[config.mk]
export PLATFORM = sky130hd
export DESIGN_NAME = tls_cdiv
export DESIGN_NICKNAME = d
export VERILOG_FILES = /design/src/design/tls_cdiv.sv
export VERILOG_INCLUDE_DIRS = /design/src /design/src/design
export SDC_FILE = /design/constraint.sdc
export NUM_CORES = 1
export LEC_CHECK = 0
export ABC_AREA = 1
export BUFFER_PORTS_ARGS = -buffer_cell sky130_fd_sc_hd__buf_2
export CORE_MARGIN = 4
export CORE_UTILIZATION = 52
export DETAILED_ROUTE_END_ITERATION = 12
export HOLD_SLACK_MARGIN = 0.03
export PLACE_DENSITY = 0.87
export SETUP_SLACK_MARGIN = 0.5
export SLEW_MARGIN = 10
export SYNTH_ARGS = -nofsm -noshare
export SYNTH_HDL_FRONTEND = slang
export SYNTH_SLANG_ARGS = --single-unit
[constraint.sdc]
create_clock -name clk -period 2.1 [get_ports clk]
set_input_delay 0.21 -clock clk [delete_from_list [all_inputs] [get_ports clk]]
set_output_delay 0.21 -clock clk [all_outputs]
set_load 0.005 [all_outputs]
[src/design/tagless_line_scratchpad_defines.svh]
// Assertion macros shared by the scratchpad modules.
`ifndef TAGLESS_LINE_SCRATCHPAD_DEFINES_SVH
`define TAGLESS_LINE_SCRATCHPAD_DEFINES_SVH

// When the antecedent holds, the consequent holds in the same cycle.
`define TLS_ASSERT_IMPLY(lbl, ck, rn, ante, cons) \
	lbl: assert property (@(posedge ck) disable iff (!rn) (ante) |-> (cons)) \
		else $error("scratchpad assertion failed");

// When the antecedent holds, the consequent holds in the next cycle.
`define TLS_ASSERT_NEXT(lbl, ck, rn, ante, cons) \
	lbl: assert property (@(posedge ck) disable iff (!rn) (ante) |=> (cons)) \
		else $error("scratchpad assertion failed");

// The expression never holds.
`define TLS_ASSERT_NEVER(lbl, ck, rn, expr) \
	lbl: assert property (@(posedge ck) disable iff (!rn) !(expr)) \
		else $error("scratchpad assertion failed");

`endif

[src/design/tls_cdiv.sv]
// Quotient and remainder by a constant divisor through reciprocal multiplication.
`timescale 1ns / 1ps
`include "tagless_line_scratchpad_defines.svh"

module tls_cdiv #(
	parameter int IN_W    = 32,
	parameter int DIVISOR = 64
) (
	input  logic                                      clk,
	input  logic                                      arst_n,
	input  logic                                      start,
	input  logic [IN_W-1:0]                           dividend,
	output logic                                      busy,
	output logic [IN_W-($clog2(DIVISOR + 1) - 1)-1:0] quo,
	output logic [IN_W-1:0]                           rem
);

	localparam int SH = $clog2(DIVISOR + 1) - 1;
	localparam int QW = IN_W - SH;
	localparam int RW = QW + 1;
	localparam int PW = IN_W + RW;
	// The scaled reciprocal gives an estimate that is the true quotient or one below it.
	localparam logic [RW-1:0]   RECIP = RW'((64'd1 << IN_W) / 64'(DIVISOR));
	localparam logic [IN_W-1:0] DVAL  = IN_W'(DIVISOR);

	logic                 vld_s1;
	logic [IN_W-1:0]      x_s1;
	logic [PW-1:0]        prod_s1;
	logic                 vld_s2;
	logic [QW-1:0]        quo_s2;
	logic [IN_W-1:0]      rem_s2;
	logic [QW-1:0]        quo_q;
	logic [IN_W-1:0]      rem_q;
	logic [QW-1:0]        q_est;
	logic [QW+IN_W-1:0]   qd;
	logic                 ge;

	always_comb begin
		q_est = prod_s1[IN_W +: QW];
		qd    = q_est * DVAL;
		ge    = rem_s2 >= DVAL;
	end

	always_ff @(posedge clk or negedge arst_n) begin
		if (!arst_n) begin
			vld_s1 <= 1'b0;
			vld_s2 <= 1'b0;
		end else begin
			vld_s1 <= start;
			vld_s2 <= vld_s1;
		end
	end

	always_ff @(posedge clk) begin
		if (start) begin
			x_s1    <= dividend;
			prod_s1 <= dividend * RECIP;
		end
		if (vld_s1) begin
			quo_s2 <= q_est;
			rem_s2 <= x_s1 - qd[IN_W-1:0];
		end
		// One conditional subtraction brings the remainder below the divisor.
		if (vld_s2) begin
			if (ge) begin
				rem_q <= rem_s2 - DVAL;
				quo_q <= quo_s2 + QW'(1);
			end else begin
				rem_q <= rem_s2;
				quo_q <= quo_s2;
			end
		end
	end

	assign busy = vld_s1 | vld_s2;
	assign quo  = quo_q;
	assign rem  = rem_q;

	`TLS_ASSERT_NEVER(a_no_restart, clk, arst_n, start && busy)
	`TLS_ASSERT_NEXT(a_start_busy, clk, arst_n, start, vld_s1)
	`TLS_ASSERT_IMPLY(a_rem_reduced, clk, arst_n, $fell(busy), rem_q < DVAL)

endmodule

==> results.sh, run 1 <==
export IMPL_status="complete, no violations"
export IMPL_ir_drop_uv=698
export IMPL_clock_root_buffer="clkbuf_8"
export IMPL_worstSetupPathType="flip-flop to primary output"
export IMPL_clock_path_buffers=2
export IMPL_setup_slack_ps=578
export IMPL_overflow=0
export IMPL_routed_wl_met3_um=393
export IMPL_skew_ps=4.38
export IMPL_antenna_found_initial=0
export IMPL_crit_required_ps=1890
export IMPL_maxCapViolCount=0
export IMPL_htreeDepth=4
export IMPL_first_global_vias=1730
export IMPL_clock_latency_ps=500
export IMPL_fin_cells=413
export IMPL_tns_ps=0
export IMPL_routedWlPerCell_um=13.7
export IMPL_fin_util_pct=77.6
export IMPL_remaining_drc_errors=0
export IMPL_clk_pin_slew_ps=60
export IMPL_post_place_cells=343
export IMPL_met2_length_um=3060
export IMPL_placed_area_mm2=0.00441
export IMPL_clock_fmax_mhz=657
export IMPL_yosysWarnings=0
export IMPL_wl_met1_um=2080
export IMPL_die_h_um=93.5
export IMPL_path_cells="buf_12, inv_1, nand2_1, buf_2"
export IMPL_finalCritPeriodShare_pct=72.5
export IMPL_hold_viol_final=0
export IMPL_ys_seq_area_share_pct=96.8
export IMPL_tritoncts="yes"
export IMPL_design_area_mm2=0.00539
export IMPL_top_layer="met4"
export IMPL_vias=1749
export IMPL_power_density_mw_per_mm2=1100
export IMPL_routed_wl_um=5660
export IMPL_io_pins=94
export IMPL_start_kind="flip-flop"
export IMPL_final_common_cell="edfxtp_1"
export IMPL_grt_max_degree=46
export IMPL_first_pass_iters=4
export IMPL_preCtsSetupSlack_ps=836
export IMPL_setup_viol=0
export IMPL_drive_gt1_share_pct=41.5
export IMPL_ant_nets=0
export IMPL_worstHoldPathType="primary input to flip-flop"
export IMPL_area_growth_pct=41.7
export IMPL_crit_slowest_cell="dfrtp_2"
export IMPL_cts_num_sinks=123
export IMPL_portBuffers=93
export IMPL_rows=30
export IMPL_core_mm2=0.00694
export IMPL_rsz0062_at_grt="false"
export IMPL_report_final_slew_viol_count=0
export IMPL_ys_types=7
export IMPL_max_stage_delay_ps=430
export IMPL_p_leak_nw=2.12
export IMPL_crit_path_max_fanout=23
export IMPL_p_seq_share_pct=49.6
export IMPL_initial_core_util_pct=54.8
export IMPL_gp_congestion=0.739
export IMPL_cp_data_arrival_time_ps=1310
export IMPL_period_minus_slack_ps=1520
export IMPL_clock_power_share_pct=46.9
export IMPL_synthCells=154
export IMPL_grt_first_pass_wirelength_um=8320
export IMPL_die_area_mm2=0.00875
export IMPL_cts_buffers_inserted=17
export IMPL_combPwrFrac_pct=3.5
export IMPL_nets=338
export IMPL_slew_headroom_pct=52.5
export IMPL_synth_seq_cells=123
export IMPL_worst_slew_pin_slew_ps=713
export IMPL_die_w_um=93.5
export IMPL_whs_ps=213
export IMPL_endpoint_kind="primary output"
export IMPL_power_total_mw=5.94
export IMPL_synthesis_area_mm2=0.00380
export IMPL_drt_initial_drc_count=89
export IMPL_switching_power_mw=1.13
export IMPL_grt_util_all_layers_pct=13.7
export IMPL_p_sw_share_pct=19.0
export IMPL_p_int_mw=4.81
export IMPL_avgSynthCellArea_um2=24.7
export IMPL_final_cell_mix="121 x edfxtp_1, 93 x buf_2, 34 x dlygate4sd3_1"
export IMPL_via_per_inst=4.23
[Yosys cell counts]
cell type | number | area share, %
inv_1 | 2 | 0.20
conb_1 | 1 | 0.099
nand2_1 | 1 | 0.099
edfxtp_1 | 121 | 96
dfrtp_1 | 2 | 1.3
buf_4 | 1 | 0.20
clkbuf_1 | 26 | 2.6
[cells by family after synthesis]
group	synth area share, %
flip-flops	96.8
buffers and inverters	2.96
AND/OR/NAND/NOR	0.0986
other	0.0986
[registers in the layout, indices dropped and copies added, names as in the netlist]
signal and cells:
x_s1 32, rem 31, quo 26, quo_s2 26, rem_s2 6, vld_s1 1, vld_s2 1
[worst max-delay path, delay by kind of cell (launching register included)]
family                 cells  cell delay, ps
buffers and inverters      3             340
and+or+nand+nor            1              40
DFF                        1             430
[path summary, 6_finish.rpt]
kind                       startpoint      end  slack (ps)  depth (start not counted)
setup / recovery               vld_s2     busy         580                          4
hold / removal                  start   vld_s1         210                          1
setup reg to reg               vld_s2  rem[15]        1080                          2
hold reg to reg            quo_s2[10]  quo[10]         420                          0
max in group asynchronous      arst_n   vld_s2        1390                          3
min in group asynchronous      arst_n   vld_s1         570                          3
[routing by layer]
layer,vias to the layer above,GRT usage [%]
li1,841,-
met5,-,0
met2,72,22.5
met3,11,5.63
met1,825,14.1
met4,0,9.52
[power groups by stage]
stage	sequential (mW)	clock, mW	combinational, mW
finish	2.95	2.79	0.208
global route	2.96	2.96	0.229
CTS	2.95	2.84	0.199
detailed placement	3.00	0	0.145
global placement	2.99	0	0.143
floorplan	3.01	0	0.0302
[layout make-up]
| class | instances | area [um^2] |
|---|---|---|
| Fill cell | 367 | 1550 |
| Multi-Input combinational cell | 26 | 97.6 |
| Clock buffer | 17 | 414 |
| Inverter | 2 | 7.51 |
| Tap cell | 96 | 120 |
| Clock inverter | 15 | 176 |
| Timing Repair Buffer | 133 | 888 |
| Sequential cell | 123 | 3680 |
| Antenna cell | 1 | 2.50 |
[repair_timing]
| item | in CTS | in global routing |
|---|---|---|
| hold buffers | 34 | 0 |
| gates resized for setup | 1 | 1 |
| setup endpoints to repair | 1 | 1 |
| hold endpoints to repair | 34 | 0 |
| cloned | 0 | 1 |
| setup buffers | 1 | 1 |
| pin swaps | 0 | 0 |
No activity file was read; power rests on OpenSTA's default activity.
==> inputs of run 2 (changes only) <==
==> constraint.sdc (replaced) <==
create_clock -name clk -period 1.6 [get_ports clk]
set_input_delay 0.16 -clock clk [delete_from_list [all_inputs] [get_ports clk]]
set_output_delay 0.16 -clock clk [all_outputs]
set_load 0.005 [all_outputs]
==> results.sh, run 2 (synthesized netlist as in run 1, its figures left out) <==
export IMPL_design_area_mm2=0.00544
export IMPL_path_delay_family="flip-flops"
export IMPL_power_density_mw_per_mm2=1390
export IMPL_switching_power_mw=1.37
export IMPL_min_path_cells=2
export IMPL_clk_pin_slew_ps=50
export IMPL_report_final_slew_viol_count=0
export IMPL_remaining_drc_errors=0
export IMPL_grt_util_all_layers_pct=14.4
export IMPL_gp_congestion=0.708
export IMPL_first_global_vias=1776
export IMPL_hp_start="dividend[27]"
export IMPL_setup_slack_ps=139
export IMPL_htreeDepth=4
export IMPL_initial_core_util_pct=54.8
export IMPL_p_sw_share_pct=18.2
export IMPL_multi_input_area_um2=100
export IMPL_combPwrFrac_pct=4.1
export IMPL_tritoncts="yes"
export IMPL_die_w_um=93.5
export IMPL_timing_critical_path_buf_inv=3
export IMPL_p_seq_share_pct=51.2
export IMPL_clock_latency_ps=490
export IMPL_grt_max_degree=34
export IMPL_setup_viol=0
export IMPL_hold_viol_final=0
export IMPL_preCtsSetupSlack_ps=510
export IMPL_via_per_inst=4.19
export IMPL_cp_depth=4
export IMPL_maxCapViolCount=0
export IMPL_start_kind="flip-flop"
export IMPL_drt_initial_drc_count=73
export IMPL_drive_gt1_share_pct=41.2
export IMPL_rsz0062_at_grt="true"
export IMPL_nets=345
export IMPL_clock_fmax_mhz=685
export IMPL_ant_nets=0
export IMPL_worstSetupPathType="flip-flop to primary output"
export IMPL_r2r_cells=2
export IMPL_endpoint_kind="primary output"
export IMPL_crit_slowest_cell="dfrtp_4"
export IMPL_crit_path_max_fanout=2
export IMPL_vias=1754
export IMPL_p_int_mw=6.17
export IMPL_rows=30
export IMPL_final_cell_mix="121 x edfxtp_1, 93 x buf_2, 35 x dlygate4sd3_1"
export IMPL_top_register="x_s1"
export IMPL_cp_data_arrival_time_ps=1300
export IMPL_p_leak_nw=2.16
export IMPL_die_area_mm2=0.00875
export IMPL_path_cells="buf_12, clkinv_4, nand2_2, buf_2"
export IMPL_cts_buffers_inserted=17
export IMPL_finalCritPeriodShare_pct=91.3
export IMPL_power_total_mw=7.54
export IMPL_max_stage_delay_ps=490
export IMPL_routedWlPerCell_um=13.4
export IMPL_status="complete, no violations"
export IMPL_placed_area_mm2=0.00445
export IMPL_seq_area_mm2=0.00369
export IMPL_routed_wl_um=5600
export IMPL_fillers=382
export IMPL_crit_required_ps=1440
export IMPL_skew_ps=8.47
export IMPL_io_pins=94
export IMPL_clock_path_buffers=2
export IMPL_whs_ps=373
export IMPL_worstReg2RegEnd="quo[22]"
export IMPL_ir_drop_uv=1290
export IMPL_worstHoldEndpoint="x_s1[27]"
export IMPL_tns_ps=0
export IMPL_first_pass_iters=4
export IMPL_cts_num_sinks=123
export IMPL_portBuffers=93
export IMPL_final_common_cell="edfxtp_1"
export IMPL_die_h_um=93.5
export IMPL_overflow=0
export IMPL_period_minus_slack_ps=1460
export IMPL_clock_root_buffer="clkbuf_8"
export IMPL_reg2reg_from="vld_s2"
export IMPL_reg2reg_slack_ps=400
export IMPL_clock_power_share_pct=44.7
export IMPL_n_antenna_cell=0
export IMPL_largest_reg_flops=32
export IMPL_hpwlAfterDp_um=3370
export IMPL_antenna_found_initial=0
export IMPL_core_mm2=0.00694
export IMPL_grt_first_pass_wirelength_um=8830
export IMPL_area_growth_pct=42.9
export IMPL_worstHoldPathType="primary input to flip-flop"
[run 2: area by class of cell]
type                       count  share of cell area (%)
clock inverter                10                    1.84
tap                           96                    2.21
timing repair buffer         140                    18.0
multi-input combinational     26                    1.84
inverter                       2                   0.230
sequential                   123                    67.9
clock buffer                  22                    7.97
[run 2: timing repair]
item	in CTS	in global routing
setup endpoints to repair	59	76
hold endpoints to repair	35	0
cloned	1	0
setup buffers	2	4
resized for setup	2	4
pin swaps	0	0
hold buffers	35	0
[run 2: power by group through the flow]
stage | clock [mW] | combinational, mW | sequential (mW)
after floorplan | 0 | 0.0396 | 3.96
after global placement | 0 | 0.207 | 3.91
after detailed placement | 0 | 0.212 | 3.93
after CTS | 3.44 | 0.298 | 3.86
after global routing | 3.62 | 0.337 | 3.88
final | 3.37 | 0.307 | 3.86
[run 2: how the worst max path moves through the flow]
stage / slack (ps) / start / endpoint
finish: 140 / vld_s2 / busy
global route: 90 / vld_s2 / busy
CTS: 100 / vld_s2 / busy
detailed placement: 510 / vld_s2 / busy
global placement: 540 / vld_s2 / busy
floorplan: 460 / vld_s2 / quo[0]
[run 2: per-stage QoR]
| stage | cells | utilization [%] |
|---|---|---|
| 3_5_place_dp | 345 | 64.1 |
| 5_1_grt | 419 | 78.3 |
| 3_3_place_gp | 345 | 64.1 |
| 4_1_cts | 415 | 77.6 |
| 6_report | 419 | 78.3 |
| 2_1_floorplan | 178 | - |
[run 2: routing by layer]
layer | share of wire, % | up-vias | global-route usage [%]
met2 | 54 | 75 | 24.7
met3 | 7.5 | 14 | 5.95
met4 | 3.1 | 0 | 8.91
met1 | 36 | 807 | 14.3
met5 | 0 | - | 0
li1 | - | 858 | -
==> inputs of run 3 (changes only) <==
--- a/config.mk
+++ b/config.mk
@@ -9,10 +9,11 @@
 export ABC_AREA = 1
 export BUFFER_PORTS_ARGS = -buffer_cell sky130_fd_sc_hd__buf_2
 export CORE_MARGIN = 4
-export CORE_UTILIZATION = 52
+export CORE_UTILIZATION = 54
+export CTS_BUF_LIST = sky130_fd_sc_hd__clkbuf_4 sky130_fd_sc_hd__clkbuf_8
 export DETAILED_ROUTE_END_ITERATION = 12
 export HOLD_SLACK_MARGIN = 0.03
-export PLACE_DENSITY = 0.87
+export PLACE_DENSITY = 0.9
 export SETUP_SLACK_MARGIN = 0.5
 export SLEW_MARGIN = 10
 export SYNTH_ARGS = -nofsm -noshare
==> results.sh, run 3 (synthesized netlist as in run 1, its figures left out) <==
export IMPL_clock_fmax_mhz=762
export IMPL_switching_power_mw=1.39
export IMPL_maxCapViolCount=0
export IMPL_grt_util_all_layers_pct=16.5
export IMPL_grt_max_degree=34
export IMPL_p_leak_nw=2.08
export IMPL_tritoncts="yes"
export IMPL_p_int_mw=5.66
export IMPL_grt_first_pass_wirelength_um=9700
export IMPL_clock_path_buffers=2
export IMPL_tns_ps=0
export IMPL_reg2reg_slack_ps=450
export IMPL_startpoint="vld_s1"
export IMPL_worstReg2RegEnd="quo_s2[3]"
export IMPL_htreeDepth=4
export IMPL_start_kind="flip-flop"
export IMPL_rsz0062_at_grt="true"
export IMPL_initial_core_util_pct=55.7
export IMPL_antenna_found_initial=0
export IMPL_routed_wl_um=6310
export IMPL_remaining_drc_errors=0
export IMPL_crit_required_ps=1440
export IMPL_n_antenna_cell=0
export IMPL_clock_power_share_pct=41.0
export IMPL_r2r_cells=3
export IMPL_cp_endpoint="busy"
export IMPL_area_growth_pct=38.7
export IMPL_via_per_inst=4.31
export IMPL_clock_latency_ps=410
export IMPL_p_seq_share_pct=54.9
export IMPL_power_total_mw=7.05
export IMPL_top_register="x_s1"
export IMPL_overflow=0
export IMPL_report_final_slew_viol_count=0
export IMPL_rows=30
export IMPL_first_global_vias=1925
export IMPL_largest_reg_flops=32
export IMPL_seq_area_mm2=0.00369
export IMPL_portBuffers=93
export IMPL_p_sw_share_pct=19.8
export IMPL_fillers=381
export IMPL_period_minus_slack_ps=1310
export IMPL_power_density_mw_per_mm2=1340
export IMPL_first_pass_iters=4
export IMPL_hold_viol_final=0
export IMPL_clk_pin_slew_ps=70
export IMPL_ir_drop_uv=1110
export IMPL_drive_gt1_share_pct=43.3
export IMPL_multi_input_area_um2=100
export IMPL_io_pins=94
export IMPL_vias=1789
export IMPL_crit_path_max_fanout=2
export IMPL_reg2reg_from="vld_s1"
export IMPL_nets=341
export IMPL_ant_nets=0
export IMPL_cts_buffers_inserted=17
export IMPL_final_cell_mix="121 x edfxtp_1, 93 x buf_2, 33 x dlygate4sd3_1"
export IMPL_skew_ps=10.0
export IMPL_die_w_um=91.9
export IMPL_routedWlPerCell_um=15.2
export IMPL_cts_num_sinks=123
export IMPL_finalCritPeriodShare_pct=82.0
export IMPL_endpoint_kind="primary output"
export IMPL_worstHoldPathType="primary input to async pin"
export IMPL_hpwlAfterDp_um=3510
export IMPL_status="complete, no violations"
export IMPL_gp_congestion=0.716
export IMPL_die_area_mm2=0.00845
export IMPL_worstSetupPathType="flip-flop to primary output"
export IMPL_setup_viol=0
export IMPL_final_common_cell="edfxtp_1"
export IMPL_combPwrFrac_pct=4.1
export IMPL_clock_root_buffer="clkbuf_8"
export IMPL_drt_initial_drc_count=108
export IMPL_cp_data_arrival_time_ps=1150
export IMPL_die_h_um=91.9
export IMPL_core_mm2=0.00683
run 3: timing repair:
item,4_1_cts,5_1_grt
endpoints found under the hold margin,34,0
hold buffers,33,0
setup endpoints to repair,65,103
gates resized for setup,4,3
pin swaps,1,0
setup buffers,4,1
run 3: area by class of cell:
type | instances | share of cell area (%)
clock inverters | 15 | 3.75
multi-input cells | 26 | 1.90
repair buffers | 136 | 17.5
well taps | 96 | 2.28
flip-flops and latches | 123 | 69.9
clock buffers | 17 | 4.43
inverters | 2 | 0.237
run 3: through the flow:
step,hold slack (ps),worst slack (ps),instances,utilization (%),area [um^2]
finish,55.5,288,415,77.3,5280
global route,51.5,245,415,77.3,5280
CTS,47.7,269,414,77.0,5260
detailed placement,-47.4,480,345,65.2,4450
global placement,-47.9,497,345,65.2,4450
floorplan,-136,459,178,-,3900
run 3: worst min path at each step:
| stage | startpoint | cells past startpoint | slack, ps | end |
|---|---|---|---|---|
| final | arst_n | 2 | 60 | vld_s1 |
| after global routing | arst_n | 2 | 50 | vld_s2 |
| after CTS | arst_n | 2 | 50 | vld_s2 |
| after detailed placement | arst_n | 1 | -50 | vld_s2 |
| after global placement | arst_n | 1 | -50 | vld_s2 |
| after floorplan | arst_n | 0 | -140 | vld_s1 |
run 3: routing by layer:
metal  GRT usage (%)  vias to the layer above  wire [um]
met3            5.58                       11        285
met5               0                        -          0
li1                -                      850          -
met2            30.8                       65       3710
met4            8.54                        0        144
met1            15.7                      863       2170
run 3: power groups by stage:
stage | registers, mW | logic (mW) | clock network [mW]
4_1_cts | 3.87 | 0.284 | 2.91
3_3_place_gp | 3.93 | 0.192 | 0
5_1_grt | 3.89 | 0.320 | 3.10
6_report | 3.87 | 0.292 | 2.89
3_5_place_dp | 3.95 | 0.199 | 0
2_1_floorplan | 3.96 | 0.0396 | 0
run 3: worst max-delay path, stage by stage (launching register included):
cell and delay [ps]:
dfrtp_2 430, buf_12 140, clkinv_4 30, nand2_2 30
buf_2 110
